==> config.mk <==
export PLATFORM = sky130hd
export DESIGN_NAME = rlfm_lane
export DESIGN_NICKNAME = d
export VERILOG_FILES = /design/src/hw/rtl/range_line_fit_median_top_assert.svh /design/src/hw/rtl/rlfm_pkg.sv /design/src/hw/rtl/rlfm_lane.sv
export SDC_FILE = /design/constraint.sdc
export NUM_CORES = 2
export LEC_CHECK = 0
export BUFFER_PORTS_ARGS = -buffer_cell sky130_fd_sc_hd__buf_2
export CAP_MARGIN = 20
export CORE_AREA = 2 2 223 334
export DETAILED_ROUTE_END_ITERATION = 16
export DIE_AREA = 0 0 225 336
export GPL_ROUTABILITY_DRIVEN = 0
export GPL_TIMING_DRIVEN = 0
export PLACE_DENSITY = 0.77
export SLEW_MARGIN = 20
export SYNTH_ARGS = -nofsm -noshare
export SYNTH_HDL_FRONTEND = slang
export SYNTH_SLANG_ARGS = --single-unit
==> constraint.sdc <==
create_clock -name clk -period 16.5 [get_ports clk]
set_clock_uncertainty 0.1 [all_clocks]
set_input_delay 1.65 -clock clk [delete_from_list [all_inputs] [get_ports clk]]
set_output_delay 1.65 -clock clk [all_outputs]
set_load 0.01 [all_outputs]
==> src/hw/rtl/range_line_fit_median_top_assert.svh <==
// Assertion macros used by the top-level RTL file to check its own behavior.
// Every macro samples on the rising edge of clk and is disabled during reset.
`ifndef RANGE_LINE_FIT_MEDIAN_TOP_ASSERT_SVH
`define RANGE_LINE_FIT_MEDIAN_TOP_ASSERT_SVH
`ifndef NO_ASSERTIONS
`define RLFM_ASSERT_NOW(label, ante, cons) \
    label: assert property (@(posedge clk) disable iff (!rst_n) (ante) |-> (cons)) \
        else $error("assertion failed");
`define RLFM_ASSERT_NEXT(label, ante, cons) \
    label: assert property (@(posedge clk) disable iff (!rst_n) (ante) |=> (cons)) \
        else $error("assertion failed");
`else
`define RLFM_ASSERT_NOW(label, ante, cons)
`define RLFM_ASSERT_NEXT(label, ante, cons)
`endif
`endif

==> src/hw/rtl/rlfm_pkg.sv <==
`default_nettype none
package rlfm_pkg;

    localparam int AVERAGE_DEPTH = 9;
    localparam int MEDIAN_DEPTH  = 5;
    localparam int RANGE_BITS    = 16;
    localparam int BEAMS         = 5;

    localparam int RANGE_IN_W  = 16;
    localparam int RANGE_EXT_W = 24;
    localparam int FRAC        = 28 - RANGE_BITS;
    localparam int BFRAC       = 16 - FRAC;
    localparam int AVG_W       = RANGE_BITS + FRAC;
    localparam int SUM_W       = RANGE_BITS + $clog2(AVERAGE_DEPTH);
    localparam int NUM_W       = SUM_W + FRAC;
    localparam int FILL_W      = $clog2(AVERAGE_DEPTH + 1);
    localparam int MFILL_W     = $clog2(MEDIAN_DEPTH + 1);
    localparam int MIDX_W      = $clog2(MEDIAN_DEPTH);
    localparam int COEF_W      = 16;
    localparam int CRD_W       = 32;
    localparam int ACC_W       = 64;

    // Slope divider: 80-bit dividend, 64-bit divisor, 34-bit quotient.
    localparam int DVD_W  = 80;
    localparam int DVS_W  = 64;
    localparam int QUO_W  = 34;
    localparam int DCNT_W = $clog2(DVD_W);

    // Division by five as a multiply by ceil(2^21 / 5) and a shift; exact below 2^21 / 3.
    localparam logic [18:0] RECIP_FIVE       = 19'd419431;
    localparam int          RECIP_FIVE_SHIFT = 21;

    localparam logic [COEF_W-1:0] COS_MAG [BEAMS] =
        '{16'd32746, 16'd32762, 16'd32768, 16'd32762, 16'd32746};
    localparam logic [COEF_W-1:0] SIN_MAG [BEAMS] =
        '{16'd1206, 16'd603, 16'd0, 16'd603, 16'd1206};
    // Beams left of center have a negative sine.
    localparam logic [BEAMS-1:0] SIN_NEG = 5'b00011;

    typedef struct packed {
        logic signed [CRD_W-1:0] slope;
        logic signed [CRD_W-1:0] intercept;
        logic                    degenerate;
    } rlfm_fit_t;

    typedef struct packed {
        logic signed [CRD_W-1:0] slope;
        logic signed [CRD_W-1:0] intercept;
        logic                    flip;
        logic                    degenerate;
    } rlfm_result_t;

endpackage
`default_nettype wire

==> src/hw/rtl/rlfm_lane.sv <==
`default_nettype none
module rlfm_lane (
    input  wire logic                                clk,
    input  wire logic                                rst_n,
    input  wire logic                                start,
    input  wire logic [rlfm_pkg::RANGE_IN_W-1:0]     range_in,
    input  wire logic [rlfm_pkg::FILL_W-1:0]         fill,
    input  wire logic [rlfm_pkg::COEF_W-1:0]         cos_mag,
    input  wire logic [rlfm_pkg::COEF_W-1:0]         sin_mag,
    input  wire logic                                sin_neg,
    output logic                                     done,
    output logic signed [rlfm_pkg::CRD_W-1:0]        x,
    output logic signed [rlfm_pkg::CRD_W-1:0]        y
);
    localparam int D      = rlfm_pkg::AVERAGE_DEPTH;
    localparam int SUM_W  = rlfm_pkg::SUM_W;
    localparam int NUM_W  = rlfm_pkg::NUM_W;
    localparam int FILL_W = rlfm_pkg::FILL_W;
    localparam int AVG_W  = rlfm_pkg::AVG_W;
    localparam int CRD_W  = rlfm_pkg::CRD_W;
    localparam int PW     = AVG_W + rlfm_pkg::COEF_W;
    localparam int CNT_W  = $clog2(NUM_W);

    typedef enum logic [1:0] {L_IDLE, L_DIV, L_MUL, L_RND} lane_state_t;

    lane_state_t              state_reg;
    logic [rlfm_pkg::RANGE_BITS-1:0] hist_reg [D];
    logic [SUM_W-1:0]         sum_reg;
    logic [NUM_W-1:0]         num_reg;
    logic [NUM_W-1:0]         quo_reg;
    logic [FILL_W-1:0]        rem_reg;
    logic [FILL_W-1:0]        div_reg;
    logic [CNT_W-1:0]         cnt_reg;
    logic [PW-1:0]            px_reg;
    logic [PW-1:0]            py_reg;
    logic signed [CRD_W-1:0]  x_reg;
    logic signed [CRD_W-1:0]  y_reg;
    logic                     done_reg;

    logic [rlfm_pkg::RANGE_EXT_W-1:0] range_ext;
    logic [rlfm_pkg::RANGE_BITS-1:0]  range_cut;
    logic [SUM_W-1:0]         sum_next;
    logic [FILL_W:0]          rem_shift;
    logic                     qbit;
    logic [PW:0]              x_round;
    logic [PW:0]              y_round;
    logic signed [CRD_W-1:0]  y_mag;

    always_comb
    begin
        range_ext = {{(rlfm_pkg::RANGE_EXT_W - rlfm_pkg::RANGE_IN_W){1'b0}}, range_in};
        range_cut = range_ext[rlfm_pkg::RANGE_BITS-1:0];
        // Running sum: the oldest entry is still zero until the history is full.
        sum_next  = sum_reg + SUM_W'(range_cut) - SUM_W'(hist_reg[D-1]);
        rem_shift = {rem_reg, num_reg[NUM_W-1]};
        qbit      = (rem_shift >= {1'b0, div_reg});
        x_round   = {1'b0, px_reg} + (PW+1)'(16384);
        y_round   = {1'b0, py_reg} + (PW+1)'(16384);
        y_mag     = CRD_W'(y_round >> 15);
    end

    always_ff @(posedge clk or negedge rst_n)
    begin
        if (!rst_n)
        begin
            state_reg <= L_IDLE;
            sum_reg   <= '0;
            done_reg  <= 1'b0;
            cnt_reg   <= '0;
            for (int k = 0; k < D; k++)
            begin
                hist_reg[k] <= '0;
            end
        end
        else
        begin
            done_reg <= 1'b0;
            unique case (state_reg)
                L_IDLE:
                begin
                    if (start)
                    begin
                        for (int k = D - 1; k > 0; k--)
                        begin
                            hist_reg[k] <= hist_reg[k-1];
                        end
                        hist_reg[0] <= range_cut;
                        sum_reg     <= sum_next;
                        num_reg     <= NUM_W'(sum_next) << rlfm_pkg::FRAC;
                        quo_reg     <= '0;
                        rem_reg     <= '0;
                        div_reg     <= fill;
                        cnt_reg     <= '0;
                        state_reg   <= L_DIV;
                    end
                end
                L_DIV:
                begin
                    rem_reg <= qbit ? FILL_W'(rem_shift - {1'b0, div_reg})
                                    : rem_shift[FILL_W-1:0];
                    num_reg <= num_reg << 1;
                    quo_reg <= {quo_reg[NUM_W-2:0], qbit};
                    cnt_reg <= cnt_reg + 1'b1;
                    if (cnt_reg == CNT_W'(NUM_W - 1))
                    begin
                        state_reg <= L_MUL;
                    end
                end
                L_MUL:
                begin
                    px_reg    <= quo_reg[AVG_W-1:0] * cos_mag;
                    py_reg    <= quo_reg[AVG_W-1:0] * sin_mag;
                    state_reg <= L_RND;
                end
                L_RND:
                begin
                    x_reg     <= CRD_W'(x_round >> 15);
                    y_reg     <= sin_neg ? -y_mag : y_mag;
                    done_reg  <= 1'b1;
                    state_reg <= L_IDLE;
                end
                default:
                begin
                    state_reg <= L_IDLE;
                end
            endcase
        end
    end

    assign done = done_reg;
    assign x    = x_reg;
    assign y    = y_reg;
endmodule
`default_nettype wire

# Word-level counts from Yosys, hierarchy flattened
# Index checks and enable logic that the tools add are counted.
[op_classes]
mux = 14
mul = 2
n_reduce_logical = 9
eq_ne = 6
n_lt_le_gt_ge = 1
add_sub_neg = 7
[ops]
columns = ["operator", "count"]
rows = [
  ["$add A44 B15 Y45 const B", 2],
  ["$mul A28 B16 Y44", 2],
  ["$pmux W32 S2", 1],
  ["$pmux W28 S2", 1],
  ["$mux W32", 1],
  ["$neg A30 Y32", 1],
  ["$mux W30", 1],
  ["$mux W28", 1],
  ["$add A20 B16 Y20", 1],
  ["$sub A20 B16 Y20", 1],
  ["$pmux W5 S2", 1],
  ["$reduce_and A2 Y1", 5],
  ["$mux W4", 2],
  ["$pmux W2 S4", 1],
  ["$pmux W4 S2", 1],
  ["$reduce_and A3 Y1", 2],
  ["$add A5 B1 Y5 const B", 1],
  ["$eq A5 B5 Y1 const B", 1],
  ["$ge A5 B4 Y1", 1],
  ["$mux W5", 1],
  ["$eq A2 B2 Y1 const B", 2],
  ["$mux W2", 2],
  ["$ne A2 B2 Y1 const B", 2],
  ["$sub A4 B4 Y4", 1],
  ["4 further kinds", 4],
]
[totals]
register_bits = 390
elab_cells = 61
inputBits = 56

# Logic depth before layout (Yosys ltp)
[logic_depth]
word_depth = 4
depth_mapped = 25
mapped_depth_nobuf = 23

# Least setup slack after synthesis
# No wires, ideal clock.
[synth_timing]
kind = "input port to flip-flop"
from = "input port sin_mag[2] (netlist bit)"
to = "register py_reg[34], data pin"
path_slack_ns = 8.608
setup_time_ns = 0.262
t_arrival_ns = 7.530
stages = 22
cell_sequence = "clkbuf_1 clkbuf_1 nand2_1 fa_1 fa_1 fa_1 fa_1 inv_1 fa_1 inv_1 fa_1 inv_1 ha_1 and3_1 and4_1 a221oi_2 a31oi_1 a311oi_2 o221ai_2 a221oi_2 o21bai_1 xor2_1"
[synth_between]
elab_chain_cells = 1
[synth_lines]
columns = ["element", "line_no", "text"]
rows = [
  ["start, declared", "rlfm_lane.sv:9", "input wire logic [rlfm_pkg::COEF_W-1:0] sin_mag,"],
  ["$mul A28 B16 Y44", "rlfm_lane.sv:112", "py_reg <= quo_reg[AVG_W-1:0] * sin_mag;"],
  ["end signal, assigned", "rlfm_lane.sv:112", ""],
  ["end, declared", "rlfm_lane.sv:35", "logic [PW-1:0] py_reg;"],
]
# No other way between the ends.
# A chain may end at the register's enable or synchronous reset.

# Worst setup path after layout
[layout_timing]
from = "input port cos_mag[2] (netlist bit)"
to = "register px_reg[38], data pin"
[layout_between]
elab_chain_cells = 1
[layout_lines]
columns = ["element", "line_no", "text"]
rows = [
  ["start, declared", "rlfm_lane.sv:8", "input wire logic [rlfm_pkg::COEF_W-1:0] cos_mag,"],
  ["$mul A28 B16 Y44", "rlfm_lane.sv:111", "px_reg <= quo_reg[AVG_W-1:0] * cos_mag;"],
  ["end signal, assigned", "rlfm_lane.sv:111", ""],
  ["end, declared", "rlfm_lane.sv:34", "logic [PW-1:0] px_reg;"],
]
# No other way between the ends.

==> out/qor.csv <==
metric,value,unit
Post-Syn Instances,4377,
CTS tree,built,
die extent in y,336,um
mux contribution to synthesized area,0.0353,
hpwl dp,90.8,mm
number of synthesized flops with an enable pin,178,
RSZ-0062 raised after global routing,no,
gr usage total,0.314,
post_cts resized,0,
Hold Fails Final Rpt,0,
period utilization,0.533,
H-tree level count,2,
WP buf/inv,5,
Main synth FF type,edfxtp_1,
total grt overflow,0,
initial antenna violation count,14,
CTS sink count,350,
pre-CTS WS,7170,ps
Worst path top cell family by delay,adder cells,
Critical Path End Type,flop,
setup violators final,0,
Yosys top cell area share,0.342,
total wire length,114,mm
post-synthesis adder-cell area fraction,0.417,
worst hold path class,reg -> reg,
number of synthesized register bits,350,
io pins,121,
status,completed,
"Req. time, crit path",16760,ps
synth top area cells,"fa_1, edfxtp_1, dfrtp_1",
Starting Density,0.596,
CTS Buffer Depth,3,
first-pass GRT wire length,179,mm
CP Class,in -> reg,
IO buf count,84,
simple-gate area share of the yosys netlist,0.146,
sequential area share after synthesis,0.223,
Layout area overhead,6.60,%
"Distinct cells, synth",79,
nets@finish,5558,
crit path cell chain,"clkbuf_1, clkbuf_1, nand2_1, fa_1, fa_1, fa_1, inv_1, fa_1, fa_1, inv_1, fa_1, inv_1, ha_1, and4_1, nand2_1, nor3_1, nor4_1, o21ai_1, a211oi_1, o21bai_1, a21oi_1, xnor2_1",
top fanout value on the critical path,10,
crit path DAT,9050,ps
Post CTS Setup Buffer Count,0,
vias in the first global route,33900,
minimum clock period,8790,ps
Synth warnings,0,
CP most frequent cell,fa_1,
Layout Cells excl Fill,5456,
Largest register FFs,144,
Avg WL per Cell,20.8,um
placed cell count,5389,
full die area,75600,um2
DRT antenna net count,0,
drc violations,0,
via count,31600,
Slew headroom,0.211,
hold_buf cts,0,
"Largest stage delay, worst path",690,ps
TritonCTS buffer count,35,
max_cap viols,0,
CP max-delay cell,clkbuf_1,
Die Width,225,um
Fin Setup TNS,0,ps
Post-synth ARST share,0.491,
router iterations before antenna repair,6,
largest net degree at the start of global routing,96,
Synth Area in Compound Gates,0.0483,
First DRT Iteration DRCs,2284,
Least-Margin Pin Slew,1180,ps
Critical Path Start Type,primary input,
CTS Root Cell,clkbuf_16,
FMAX,114,MHz
post-synthesis average cell area,9.88,um2
core area,72500,um2
Yosys top cell by area,fa_1,
max-slew violation count,0,
mapped cell area,43300,um2
drt via density,5.79,
clock insertion delay at the later pin of the skew report,610,ps
clock transition at the registers of the reported paths,70,ps
layout cells sized above 1,0.0680,
row cnt,121,
largest family of logic cells by synthesized area,adder cells,
post-synthesis xor/xnor area fraction,0.0345,
worst setup margin,7710,ps
-- cells in the final DEF (no fill, tap or decap), drive strengths merged, types with 4 or more instances in the layout --
master / netlist / final
a211oi: 8 / 8
a21o: 42 / 42
a21oi: 79 / 79
a221oi: 6 / 6
a311oi: 4 / 4
a31oi: 11 / 11
and2: 412 / 412
and3: 21 / 21
and4: 10 / 10
buf: 20 / 109
clkbuf: 215 / 264
clkinv: 0 / 7
dfrtp: 172 / 172
diode: 0 / 6
edfxtp: 178 / 178
fa: 739 / 739
ha: 259 / 259
inv: 859 / 863
mux2: 132 / 132
mux2i: 4 / 4
nand2: 662 / 662
nand2b: 11 / 11
nand3: 48 / 48
nand4: 23 / 23
nor2: 58 / 58
nor2b: 13 / 13
nor3: 20 / 20
nor4: 7 / 7
o211ai: 5 / 5
o21a: 7 / 7
o21ai: 107 / 107
o21bai: 14 / 14
o31a: 4 / 4
or2: 4 / 4
or3: 7 / 7
xnor2: 113 / 113
xor2: 55 / 55
-- kinds of logic after synthesis --
| logic type | after synthesis |
|---|---|
| flops | 350 |
| fa+ha+maj | 998 |
| xor+xnor | 169 |
| buf+inv | 1094 |
| simple gates | 1300 |
| mux | 136 |
| compound gates | 329 |
| other cells | 1 |
-- tightest hold or removal path: stages, from the launching register on --
cell and delay, ps:
dfrtp_1 340, nand2_1 40, o21ai_0 60
-- metal layers --
metal / GRT usage / wire length (um) / up-vias / part of all wire
met5: 0 / 101 / - / 0.00089
met4: 0.249 / 10800 / 16 / 0.095
met3: 0.0686 / 9400 / 625 / 0.083
met2: 0.536 / 56500 / 1530 / 0.50
met1: 0.335 / 36900 / 15800 / 0.32
li1: - / - / 13600 / -
-- cell usage after synthesis, types with 5 or more instances --
library cell and instances:
a21oi_1 79, nor4_1 6, dfrtp_1 172, and2_1 412
inv_1 858, clkbuf_1 215, o21bai_1 14, o21ai_1 20
nand2b_1 11, nor3_1 19, o21ai_0 87, a21o_1 42
xnor2_1 113, buf_2 9, ha_1 259, o211ai_1 5
fa_1 739, o21a_1 7, nor2_1 57, xor2_1 55
nor2b_1 12, a31oi_1 11, nand3_1 47, and3_1 21
mux2_2 132, and4_1 8, nand4_1 21, edfxtp_1 178
buf_1 9, nand2_1 662, or3_1 7, a211oi_1 8
-- worst paths after layout --
kind                                        endpoint  cells after the start  slack (ps)                 startpoint
min                        hist_reg[138]$_DFFE_PN0P_                      2         380  hist_reg[138]$_DFFE_PN0P_
max                             px_reg[38]$_DFFE_PP_                     22        7710                 cos_mag[2]
max in group asynchronous             done$_DFF_PN0_                      2       14410                      rst_n
min reg2reg                hist_reg[138]$_DFFE_PN0P_                      2         380  hist_reg[138]$_DFFE_PN0P_
max reg2reg                     px_reg[38]$_DFFE_PP_                     21        8690  quo_reg[12]$_SDFFCE_PN0P_
min in group asynchronous     sum_reg[8]$_DFFE_PN0P_                      1         940                      rst_n
-- metrics by stage --
stage | hold WS [ps] | cell area, um2 | util
2_1_floorplan | 346 | 43300 | -
3_3_place_gp | 358 | 44800 | 0.618
3_5_place_dp | 367 | 45000 | 0.620
4_1_cts | 381 | 46100 | 0.636
5_1_grt | 409 | 46100 | 0.636
6_report | 376 | 46100 | 0.636
-- final cells by class --
type	count	area (um2)
clock inverters	12	85.1
inverters	859	3220
plain buffers	235	901
well taps	922	1150
diodes	6	15.0
clock buffers	49	1030
multi-input cells	2934	29500
repair buffers	89	553
fillers	5780	26400
flip-flops and latches	350	9650
Power is not shown: default switching activity piles up to over one toggle a cycle in this logic, so the estimate is an artifact.
