## src/hw/rtl/range_line_fit_median_top_assert.svh

```systemverilog
// Assertion macros used by the top-level RTL file to check its own behavior.
// Every macro samples on the rising edge of clk and is disabled during reset.
`ifndef RANGE_LINE_FIT_MEDIAN_TOP_ASSERT_SVH
`define RANGE_LINE_FIT_MEDIAN_TOP_ASSERT_SVH
`ifndef NO_ASSERTIONS
`define RLFM_ASSERT_NOW(label, ante, cons) \
    label: assert property (@(posedge clk) disable iff (!rst_n) (ante) |-> (cons)) \
        else $error("assertion failed");
`define RLFM_ASSERT_NEXT(label, ante, cons) \
    label: assert property (@(posedge clk) disable iff (!rst_n) (ante) |=> (cons)) \
        else $error("assertion failed");
`else
`define RLFM_ASSERT_NOW(label, ante, cons)
`define RLFM_ASSERT_NEXT(label, ante, cons)
`endif
`endif

```

## src/hw/rtl/rlfm_pkg.sv

```systemverilog
`default_nettype none
package rlfm_pkg;

    localparam int AVERAGE_DEPTH = 9;
    localparam int MEDIAN_DEPTH  = 5;
    localparam int RANGE_BITS    = 16;
    localparam int BEAMS         = 5;

    localparam int RANGE_IN_W  = 16;
    localparam int RANGE_EXT_W = 24;
    localparam int FRAC        = 28 - RANGE_BITS;
    localparam int BFRAC       = 16 - FRAC;
    localparam int AVG_W       = RANGE_BITS + FRAC;
    localparam int SUM_W       = RANGE_BITS + $clog2(AVERAGE_DEPTH);
    localparam int NUM_W       = SUM_W + FRAC;
    localparam int FILL_W      = $clog2(AVERAGE_DEPTH + 1);
    localparam int MFILL_W     = $clog2(MEDIAN_DEPTH + 1);
    localparam int MIDX_W      = $clog2(MEDIAN_DEPTH);
    localparam int COEF_W      = 16;
    localparam int CRD_W       = 32;
    localparam int ACC_W       = 64;

    // Slope divider: 80-bit dividend, 64-bit divisor, 34-bit quotient.
    localparam int DVD_W  = 80;
    localparam int DVS_W  = 64;
    localparam int QUO_W  = 34;
    localparam int DCNT_W = $clog2(DVD_W);

    // Division by five as a multiply by ceil(2^21 / 5) and a shift; exact below 2^21 / 3.
    localparam logic [18:0] RECIP_FIVE       = 19'd419431;
    localparam int          RECIP_FIVE_SHIFT = 21;

    localparam logic [COEF_W-1:0] COS_MAG [BEAMS] =
        '{16'd32746, 16'd32762, 16'd32768, 16'd32762, 16'd32746};
    localparam logic [COEF_W-1:0] SIN_MAG [BEAMS] =
        '{16'd1206, 16'd603, 16'd0, 16'd603, 16'd1206};
    // Beams left of center have a negative sine.
    localparam logic [BEAMS-1:0] SIN_NEG = 5'b00011;

    typedef struct packed {
        logic signed [CRD_W-1:0] slope;
        logic signed [CRD_W-1:0] intercept;
        logic                    degenerate;
    } rlfm_fit_t;

    typedef struct packed {
        logic signed [CRD_W-1:0] slope;
        logic signed [CRD_W-1:0] intercept;
        logic                    flip;
        logic                    degenerate;
    } rlfm_result_t;

endpackage
`default_nettype wire

```

## src/hw/rtl/rlfm_median.sv

```systemverilog
`default_nettype none
module rlfm_median (
    input  wire logic                   clk,
    input  wire logic                   rst_n,
    input  wire logic                   start,
    input  wire rlfm_pkg::rlfm_fit_t    fit,
    output logic                        done,
    output rlfm_pkg::rlfm_result_t      result
);
    localparam int MD      = rlfm_pkg::MEDIAN_DEPTH;
    localparam int MFILL_W = rlfm_pkg::MFILL_W;
    localparam int MIDX_W  = rlfm_pkg::MIDX_W;
    localparam int CRD_W   = rlfm_pkg::CRD_W;

    typedef enum logic {M_IDLE, M_EVAL} med_state_t;

    med_state_t               state_reg;
    logic signed [CRD_W-1:0]  sw_reg [MD];
    logic signed [CRD_W-1:0]  iw_reg [MD];
    logic [MFILL_W-1:0]       mfill_reg;
    logic signed [CRD_W-1:0]  prev_reg;
    logic                     degen_reg;
    logic                     done_reg;
    rlfm_pkg::rlfm_result_t   res_reg;

    logic [MFILL_W-1:0]       rank [MD];
    logic [MFILL_W-1:0]       mid;
    logic signed [CRD_W-1:0]  ms;
    logic signed [CRD_W-1:0]  mb;
    logic                     flip;

    // Rank of each held slope in a stable ascending sort; ties keep age order.
    always_comb
    begin
        mid = mfill_reg >> 1;
        ms  = '0;
        mb  = '0;
        for (int i = 0; i < MD; i++)
        begin
            rank[i] = '0;
            for (int j = 0; j < MD; j++)
            begin
                if (MFILL_W'(j) < mfill_reg &&
                    (sw_reg[j] < sw_reg[i] || (sw_reg[j] == sw_reg[i] && j < i)))
                begin
                    rank[i] = rank[i] + 1'b1;
                end
            end
        end
        for (int i = 0; i < MD; i++)
        begin
            if (MFILL_W'(i) < mfill_reg && rank[i] == mid)
            begin
                ms = sw_reg[i];
                mb = iw_reg[i];
            end
        end
        flip = !degen_reg && ((ms < 0 && prev_reg > 0) || (ms > 0 && prev_reg < 0));
    end

    always_ff @(posedge clk or negedge rst_n)
    begin
        if (!rst_n)
        begin
            state_reg <= M_IDLE;
            mfill_reg <= '0;
            prev_reg  <= '0;
            done_reg  <= 1'b0;
            for (int k = 0; k < MD; k++)
            begin
                sw_reg[k] <= '0;
                iw_reg[k] <= '0;
            end
        end
        else
        begin
            done_reg <= 1'b0;
            unique case (state_reg)
                M_IDLE:
                begin
                    if (start)
                    begin
                        degen_reg <= fit.degenerate;
                        if (!fit.degenerate)
                        begin
                            if (mfill_reg < MFILL_W'(MD))
                            begin
                                sw_reg[mfill_reg[MIDX_W-1:0]] <= fit.slope;
                                iw_reg[mfill_reg[MIDX_W-1:0]] <= fit.intercept;
                                mfill_reg <= mfill_reg + 1'b1;
                            end
                            else
                            begin
                                for (int k = 0; k < MD - 1; k++)
                                begin
                                    sw_reg[k] <= sw_reg[k+1];
                                    iw_reg[k] <= iw_reg[k+1];
                                end
                                sw_reg[MD-1] <= fit.slope;
                                iw_reg[MD-1] <= fit.intercept;
                            end
                        end
                        state_reg <= M_EVAL;
                    end
                end
                M_EVAL:
                begin
                    res_reg.slope      <= ms;
                    res_reg.intercept  <= mb;
                    res_reg.flip       <= flip;
                    res_reg.degenerate <= degen_reg;
                    if (!degen_reg)
                    begin
                        prev_reg <= ms;
                    end
                    done_reg  <= 1'b1;
                    state_reg <= M_IDLE;
                end
                default:
                begin
                    state_reg <= M_IDLE;
                end
            endcase
        end
    end

    assign done   = done_reg;
    assign result = res_reg;
endmodule
`default_nettype wire

```

## config.mk

```make
export PLATFORM = sky130hd
export DESIGN_NAME = rlfm_median
export DESIGN_NICKNAME = d
export VERILOG_FILES = /design/src/hw/rtl/range_line_fit_median_top_assert.svh /design/src/hw/rtl/rlfm_pkg.sv /design/src/hw/rtl/rlfm_median.sv
export SDC_FILE = /design/constraint.sdc
export NUM_CORES = 1
export LEC_CHECK = 0
export BUFFER_PORTS_ARGS = -buffer_cell sky130_fd_sc_hd__buf_4
export CAP_MARGIN = 0
export CORE_MARGIN = 5
export CORE_UTILIZATION = 50
export DETAILED_ROUTE_END_ITERATION = 6
export HOLD_SLACK_MARGIN = 0.03
export PLACE_DENSITY = 0.78
export REMOVE_ABC_BUFFERS = 1
export SETUP_SLACK_MARGIN = 0.1
export SKIP_LAST_GASP = 1
export SYNTH_ARGS = -nofsm -noshare
export SYNTH_HDL_FRONTEND = slang
export SYNTH_SLANG_ARGS = --single-unit
```

## constraint.sdc

```tcl
create_clock -name clk -period 10.02 [get_ports clk]
set_clock_uncertainty 0.1 [all_clocks]
set_input_delay 1.002 -clock clk [delete_from_list [all_inputs] [get_ports clk]]
set_output_delay 1.002 -clock clk [all_outputs]
set_load 0.02 [all_outputs]
```

---- Word-level counts from Yosys, hierarchy flattened ----
Index checks and enable logic that the tools add are counted.
Widths: inputs -> output; s select.
operators by class
  multiply operators ...................... 0
  reduce and logical (&&, ||, !) cells .... 51
  shift-type cells ........................ 0
  multiplexer cells ....................... 44
  bitwise operators ....................... 4
  add/sub/neg operators ................... 21
  div/mod/pow operators ................... 0
  equality and inequality tests ........... 15
  magnitude comparators ................... 37
operator list
  cell                 count
  $lt 32x32->1         25
  $mux 32              11
  $bwmux 160           2
  $eq 32x32->1         10
  $mux 160             2
  $demux 32 s3         1
  $gt 32x1->1 const B  2
  $lt 32x1->1 const B  2
  $mux 3               20
  $add 3x1->3 const B  16
  $logic_and 1x1->1    34
  $eq 3x2->1           5
  $logic_or 1x1->1     11
  $add 1x1->2 const B  5
  $mux 1               7
  $lt 1x3->1 const A   2
  $lt 2x3->1 const A   2
  $reduce_and 3->1     2
  $ge 4x4->1 const B   1
  $lt 4x1->1 const B   1
  $not 3->4            1
  $reduce_and 2->1     2
  $reduce_and 4->1     1
  $lt 3x3->1 const A   1
  4 further kinds      6
word-level totals
  register bits after elaboration ......... 424
  bits in writable memories ............... 0
  word-level logic and storage cells ...... 191
  output and inout port bits .............. 67
  ROM bits ................................ 0
  latch bits .............................. 0
  memories kept ........................... 0

---- Depth between registers and ports, before layout ----
Gate-level depths: netlist of run 1.
  depth after elaboration ................. 22
  gate-level depth with buffers ........... 36

---- Worst setup path after synthesis of run 1 ----
No wires, ideal clock.
  kind .................................... register to register
  start point ............................. register sw_reg[105] in the netlist's numbering
  end point ............................... register res_reg, in the netlist result[1] (data pin)
  data arrival time ....................... 5.810 ns
  buffers on the path ..................... 2
  path slack .............................. 3.849 ns
  period minus slack after synthesis ...... 6.171 ns
  required time ........................... 9.659 ns
  stages on the path, launching flop included .. 33
  cells stage by stage .................... dfrtp_1 inv_1 ha_1 a21o_1 a21o_1 a21oi_1 nor2b_1 o21ai_0 nand2b_1 a21oi_1 nor2b_1 o21ai_0 o21ai_0 a2111oi_0 xor2_1 o31ai_1 nor2_1 inv_1 ha_1 nand3_1 a2111oi_0 o21ai_0 nand3b_1 mux2i_1 and2_1 and2_1 buf_2 buf_2 a221oi_1 o21ai_0 or4_1 nor4_2 o21ai_1
on the way
  word-level cells in the longest chain between the ends .. 22
  elaborated cells between the ends (all ways) .. 84
  those cells by class .................... add/sub (16); order compare (11); eq/ne (9); mux (26); reduce/logical (22)
RTL lines
  element                                       line               source
  from (decl)                                   rlfm_median.sv:18  logic signed [CRD_W-1:0] sw_reg [MD];
  from (signal, indexed assignment)             rlfm_median.sv:88  sw_reg[mfill_reg[MIDX_W-1:0]] <= fit.slope;
  from (signal, indexed assignment)             rlfm_median.sv:96  sw_reg[k] <= sw_reg[k+1];
  from (signal, indexed assignment)             rlfm_median.sv:99  sw_reg[MD-1] <= fit.slope;
  $lt 32x32->1 or $eq 32x32->1 (tied branches)  rlfm_median.sv:44  (sw_reg[j] < sw_reg[i] || (sw_reg[j] == sw_reg[i] && j < i)))
  $logic_or 1x1->1                              rlfm_median.sv:44
  $logic_and 1x1->1                             rlfm_median.sv:43  if (MFILL_W'(j) < mfill_reg &&
  $mux 1                                        rlfm_median.sv:43
  $add 1x1->2                                   rlfm_median.sv:46  rank[i] = rank[i] + 1'b1;
  $mux 3                                        rlfm_median.sv:43
  $add 3x1->3                                   rlfm_median.sv:46
  $mux 3                                        rlfm_median.sv:43
  [... 6 more ...]                              --
  $mux 32 (3 in a row)                          rlfm_median.sv:52  if (MFILL_W'(i) < mfill_reg && rank[i] == mid)
  $mux 32 (*)                                   rlfm_median.sv:52
  via ms[10]                                    rlfm_median.sv:28  logic signed [CRD_W-1:0] ms;
  $lt 32x1->1 or $gt 32x1->1 (tied branches)    rlfm_median.sv:58  flip = !degen_reg && ((ms < 0 && prev_reg > 0) || (ms > 0 && prev_reg < 0));
  $logic_and 1x1->1                             rlfm_median.sv:58
  $logic_or 1x1->1 (*)                          rlfm_median.sv:58
  $logic_and 1x1->1 (*)                         rlfm_median.sv:58
  via flip                                      rlfm_median.sv:30  logic flip;
  to (decl)                                     rlfm_median.sv:24  rlfm_pkg::rlfm_result_t res_reg;
Mark *: on every way through the listed nets, which the timed path passes. The rest lies on a longest branch.
A chain may end at the register's enable or synchronous reset.

---- Worst setup path in the final report of run 1 ----
Same ends and word-level chain as after synthesis.

==> qor.csv, run 1 <==
metric;value;unit
vias_per_cell;6.41;
rows;86;
path_buf_inv;2;
rsz0062_at_grt;false;
grt_overflow_total;0;
die_x;246;microns
yosysWarnings;0;
critPathMaxFanout;14;
final_util;0.563;
seq_area_frac_synth;0.392;
async_flop_share;0.842;
max-cap-violations;0;
path_class;flop to flop;
grt_pass1_wl;139000;microns
drt-wirelength-per-cell;23.2;microns
portBuffers;134;
cts_buffer_depth;3;
wirelength;90000;microns
drive_gt1_frac;0.111;
synth_top_area_cell;dfrtp_1;
cts_resized;0;
first_pass_iters;7;
track_usage;0.289;
fmax;0.118;GHz
synth_top_area_frac;0.320;
io_pins;135;
grt.busiest_layer;met2;
met2_usage;0.444;
cts_buffers;46;
worst_pin_slew;1.22;ns
post_cts_buffers;0;
routabilityCongestion;1.04;
violations;design-rule violations;
synth_enable_flop_cells;67;
fin_nets;3492;
synth_ff_type;dfrtp_1;
ys_types;78;
netlist_instances;3057;
gr-usage-met1;0.401;
period_minus_slack;8.46;ns
drtAntennaViolNets;0;
synthTopCellsByArea;dfrtp_1, ha_1, a22oi_1, edfxtp_1, a21oi_1;
syn_area_per_cell;9.14;sq um
critPathRequiredTime;10.25;ns
drt_iter0_drc;2920;
relSlewSlack;0.188;
grt_antenna_before_repair;5;
yosys_register_bits;424;
cp-start-kind;flop;
die_y;246;microns
die_area;60700;sq um
coreArea;55200;sq um
cp_common_cell;o21ai_0;
use_met3;0.0680;
cts_tree;done;
period_share;0.844;
grt_pass1_vias;24075;
hold_viol;0;
cp_slowest_cell;a221oi_1;
cpPeakStageDelay;0.84;ns
vias;24858;
syn_to_final_growth;11.3;%
synth_area;28000;sq um
layout_common_cells;dfrtp_1, ha_1, a21oi_1;
worstSkewPairLatency;0.61;ns
start_util;0.506;
status;finished, violations left;
hold_path_class;input port to asynchronous set/reset pin;
htree_levels;2;
postCtsHoldBufs;0;
crit_family;compound AO/OA/AOI/OAI gates;
end_kind;flop;
dp_hpwl;61000;microns
clock-sinks;424;
setup_violations;0;
cts-root-buf;clkbuf_16;
drc_errors;1;
grt_max_degree;157;
crit_arrival;8.68;ns
final_common_cell;dfrtp_1;
clk_pin_slew;0.06;ns
fillCellCount;4905;
slew_viol_final;0;
## worst paths after layout
check | from | end | slack [ns] | cells past startpoint
worst max-delay path | sw_reg[105] | result[1] | 1.56 | 30
worst min-delay path | rst_n | sw_reg[27] | 0.26 | 1
worst max register to register | sw_reg[105] | result[1] | 1.56 | 30
worst min register to register | state_reg | done | 0.33 | 0
max in group asynchronous | rst_n | iw_reg[10] | 8.18 | 2
min in group clk | state_reg | done | 0.33 | 0
## cell usage after synthesis (all sizes together), types with 37 or more instances
cell type	count
nand4	68
nor2	222
nand2	261
clkbuf	151
inv	164
edfxtp	67
mux2	63
buf	37
o21ai	281
a22oi	286
dfrtp	357
nor3	53
a221oi	47
ha	336
a21oi	288
## worst reg2reg max path: cells and delay by family, from the launching register on
kind / cells / cell delay [ns]
AOI/OAI and AO/OA: 14 / 3.95
and+or+nand+nor: 10 / 2.41
adders and majority gates: 2 / 0.66
DFF: 1 / 0.47
xor gates and xnor gates: 1 / 0.24
muxes: 1 / 0.23
buffers and inverters: 2 / 0.14
## cell type report
class / instances / area, sq um / share of cell area
clock buffers: 65 / 1320 / 0.0426
well taps: 748 / 936 / 0.0301
multi-input cells: 2281 / 15800 / 0.507
inverters: 164 / 616 / 0.0198
diodes: 1 / 2.50 / 0.0000805
flip-flops and latches: 424 / 10900 / 0.352
clock inverters: 21 / 196 / 0.00632
repair buffers: 171 / 1300 / 0.0419
## logic make-up (layout without fill, tap and decap cells)
| family | after synthesis | count (layout) | synth area share |
|---|---|---|---|
| AO/OA/AOI/OAI | 1075 | 1075 | 0.244 |
| multiplexers | 74 | 74 | 0.0293 |
| buffers and inverters | 352 | 421 | 0.0480 |
| XOR/XNOR | 20 | 20 | 0.00676 |
| flip-flops | 424 | 424 | 0.392 |
| other | 0 | 1 | 0 |
| AND/OR/NAND/NOR | 776 | 776 | 0.130 |
| adder cells (fa/ha/maj) | 336 | 336 | 0.150 |
## routing by layer
layer / up-vias / share of wire
li1: 11440 / -
met1: 11953 / 0.42
met2: 1235 / 0.44
met3: 222 / 0.10
met4: 8 / 0.039
met5: - / 0.00063
## per-stage QoR
step	cell area [sq um]	TNS, ns	hold WS, ns	instances	setup slack, ns
floorplan	27200	-897.16	0.288	2869	-4.72
global placement	29600	0	0.308	3788	2.01
detailed placement	29600	0	0.316	3788	1.78
CTS	31100	0	0.280	3874	1.79
global route	31100	0	0.317	3874	1.30
finish	31100	0	0.265	3875	1.56
Power of run 1 is left out: the tool's default activity adds up to more than one toggle a clock period on the data nets, which glitch-free logic cannot reach.
==> run 2: changes to the inputs <==
--- a/config.mk
+++ b/config.mk
@@ -5,13 +5,14 @@
 export SDC_FILE = /design/constraint.sdc
 export NUM_CORES = 1
 export LEC_CHECK = 0
+export ABC_AREA = 1
 export BUFFER_PORTS_ARGS = -buffer_cell sky130_fd_sc_hd__buf_4
 export CAP_MARGIN = 0
 export CORE_MARGIN = 5
 export CORE_UTILIZATION = 50
 export DETAILED_ROUTE_END_ITERATION = 6
 export HOLD_SLACK_MARGIN = 0.03
-export PLACE_DENSITY = 0.78
+export PLACE_DENSITY = 0.81
 export REMOVE_ABC_BUFFERS = 1
 export SETUP_SLACK_MARGIN = 0.1
 export SKIP_LAST_GASP = 1
==> constraint.sdc (replaced) <==
create_clock -name clk -period 7.35 [get_ports clk]
set_clock_uncertainty 0.1 [all_clocks]
set_input_delay 0.735 -clock clk [delete_from_list [all_inputs] [get_ports clk]]
set_output_delay 0.735 -clock clk [all_outputs]
set_load 0.02 [all_outputs]
==> run 2 against run 1 <==
Against the previous run:
- the flow now finishes without violations
- synthesized cell count increased by 19%
- maximum frequency increased by 25%
- area after synthesis up 4.6%
- flip-flop and latch count unchanged
- setup slack lost 0.97 ns
- highest routed layer unchanged
- via count is 10% higher
- cell count increased by 15%
- clock-buffer cell count fell by 5
- critical path type unchanged
==> qor.csv, run 2 <==
metric;value;unit;change
status;finished clean;;was finished, violations left
slew_viol_final;0;;unchanged
rr_startpoint;sw_reg[105];;unchanged
final_common_cell;nand2_1;;was dfrtp_1
synthSimpleGateAreaFrac;0.172;;was 0.130
synth_top_family_by_area;compound AO/OA/AOI/OAI gates;;unchanged
yosys_register_bits;424;;unchanged
met2_usage;0.446;;was 0.444
worstSkewPairLatency;0.60;ns;was 0.61 ns
clock-sinks;424;;unchanged
track_usage;0.285;;was 0.289
use_met3;0.0551;;was 0.0680
setup_violations;0;;unchanged
dpl.cell_count;4377;;was 3,788
fin_tns_setup;0;ns;unchanged
drt-wirelength-per-cell;20.9;microns;was 23.2 microns
layout_common_cells;nand2_1, inv_1, dfrtp_1;;was dfrtp_1, ha_1, a21oi_1
wirelength;93500;microns;was 90,000 microns
synth_adder_area_share;0.144;;was 0.150
io_pins;135;;unchanged
portBuffers;134;;unchanged
period_share;0.920;;was 0.844
timing.final.ws_setup;0.590;ns;was 1.56 ns
cts_resized;0;;unchanged
synth_ff_type;dfrtp_1;;unchanged
synthTopCellsByArea;dfrtp_1, ha_1, nand2_1, edfxtp_1, inv_1;;was dfrtp_1, ha_1, a22oi_1, edfxtp_1, a21oi_1
grt_max_degree;152;;was 157
cp_slowest_cell;a2111oi_0;;was a221oi_1
postCtsHoldBufs;0;;unchanged
die_area;63400;sq um;was 60,700 sq um
synth_compound_area_frac;0.182;;was 0.244
crit_arrival;7.00;ns;was 8.68 ns
yosysWarnings;0;;unchanged
post_cts_buffers;0;;unchanged
hold_viol;0;;unchanged
synthXorXnorAreaFrac;0.00150;;was 0.00676
cts-root-buf;clkbuf_16;;unchanged
worst_pin_slew;1.13;ns;was 1.22 ns
async_flop_share;0.842;;unchanged
routabilityCongestion;1.02;;was 1.04
rows;88;;was 86
critPathRequiredTime;7.59;ns;was 10.25 ns
synth_top_area_frac;0.305;;was 0.320
dp_hpwl;61600;microns;was 61,000 microns
hold_path_class;input port to asynchronous set/reset pin;;unchanged
antenna_cells;0;;was 1
syn_area_per_cell;8.06;sq um;was 9.14 sq um
ys_types;52;;was 78
fin_nets;4065;;was 3,492
cp_common_cell;nand2_1;;was o21ai_0
rsz0062_at_grt;false;;unchanged
relSlewSlack;0.248;;was 0.188
yosysMostFrequentCell;nand2_1;;was dfrtp_1
vias;27362;;was 24,858
synth_area;29300;sq um;was 28,000 sq um
cpPeakStageDelay;0.84;ns;about the same
synth_top_area_cell;dfrtp_1;;unchanged
coreArea;57800;sq um;was 55,200 sq um
cts_buffer_depth;3;;unchanged
grt_pass1_vias;25913;;was 24,075
netlist_instances;3630;;was 3,057
drt_iter0_drc;3242;;was 2,920
htree_levels;2;;unchanged
first_pass_iters;6;;was 7
die_x;252;microns;was 246 microns
cts_buffers;47;;was 46
fmax;0.148;GHz;was 0.118 GHz
grt.busiest_layer;met2;;unchanged
gr-usage-met1;0.389;;was 0.401
end_kind;flop;;unchanged
synth_enable_flop_cells;67;;unchanged
fin_cells;4464;;was 3,875
syn_to_final_growth;11.2;%;was 11.3%
cts_tree;done;;unchanged
drive_gt1_frac;0.105;;was 0.111
grt_antenna_before_repair;2;;was 5
drtAntennaViolNets;0;;unchanged
cp-start-kind;flop;;unchanged
start_util;0.506;;about the same
grt_pass1_wl;145000;microns;was 139,000 microns
seq_area_frac_synth;0.374;;was 0.392
path_class;flop to flop;;unchanged
critPathMaxFanout;61;;was 14
drc_errors;0;;was 1
max-cap-violations;0;;unchanged
critPathLaunch;sw_reg[105];;unchanged
vias_per_cell;6.13;;was 6.41
grt_overflow_total;0;;unchanged
period_minus_slack;6.76;ns;was 8.46 ns
clk_pin_slew;0.07;ns;was 0.06 ns
die_y;252;microns;was 246 microns
final_util;0.563;;about the same
dp_slack;0.782;ns;was 1.78 ns
synthMuxAreaShare;0.0366;;was 0.0293
synth_common_cells;nand2_1, inv_1, dfrtp_1;;was dfrtp_1, ha_1, a21oi_1
## run 2: cell count changes after synthesis, moves of 69 or more
cell and change:
inv_1 +313, nand3_1 +111, nor2_1 +75, a22oi_1 -286, nand2_1 +376, a21oi_1 +69, o21ai_0 -98, o22ai_1 +221
## run 2: layout make-up
class | count | area [sq um]
clock inverter | 27 | 369
clock buffer | 60 | 1350
tap | 765 | 957
multi-input combinational | 2537 | 15800
inverter | 481 | 1810
sequential | 424 | 10900
timing repair buffer | 170 | 1330
fill | 5207 | 25300
## run 2: cell families (layout without fill, tap and decap cells)
group,Yosys count,count (layout)
compound gates,909,909
xor+xnor,5,5
fa+ha+maj,336,336
buf+inv,669,738
flops,424,424
mux,95,95
simple gates,1192,1192
## run 2: per-stage QoR
stage               instance area [sq um]  hold WS (ns)
floorplan                           28400         0.334
global route                        32500        0.0872
global placement                    30800         0.366
finish                              32500       0.00149
detailed placement                  30800         0.373
CTS                                 32500        0.0583
## run 2: worst paths after layout
path                                     to  slack, ns  depth (start not counted)
worst min-delay path            sw_reg[127]      0.001                          1
max in group asynchronous         sw_reg[6]       5.85                          2
worst max-delay path              result[1]       0.59                         36
worst min register to register    sw_reg[2]       0.38                          2
worst max register to register    result[1]       0.59                         36
min in group clk                  degen_reg       0.23                          1
## run 2: worst max-delay path, delay by kind of cell, from the launching register on
kind / cells / cell delay (ns)
buffers and inverters: 4 / 0.28
xor gates and xnor gates: 1 / 0.15
DFF: 1 / 0.43
and+or+nand+nor: 20 / 2.77
AOI/OAI and AO/OA: 8 / 1.96
adders and majority gates: 3 / 0.79
## run 2: per-layer routing
| layer | wire, microns | vias up |
|---|---|---|
| li1 | - | 12606 |
| met1 | 37600 | 12885 |
| met2 | 41500 | 1551 |
| met3 | 10000 | 316 |
| met4 | 4370 | 4 |
| met5 | 34 | - |
Power of run 2 is left out for the same reason.
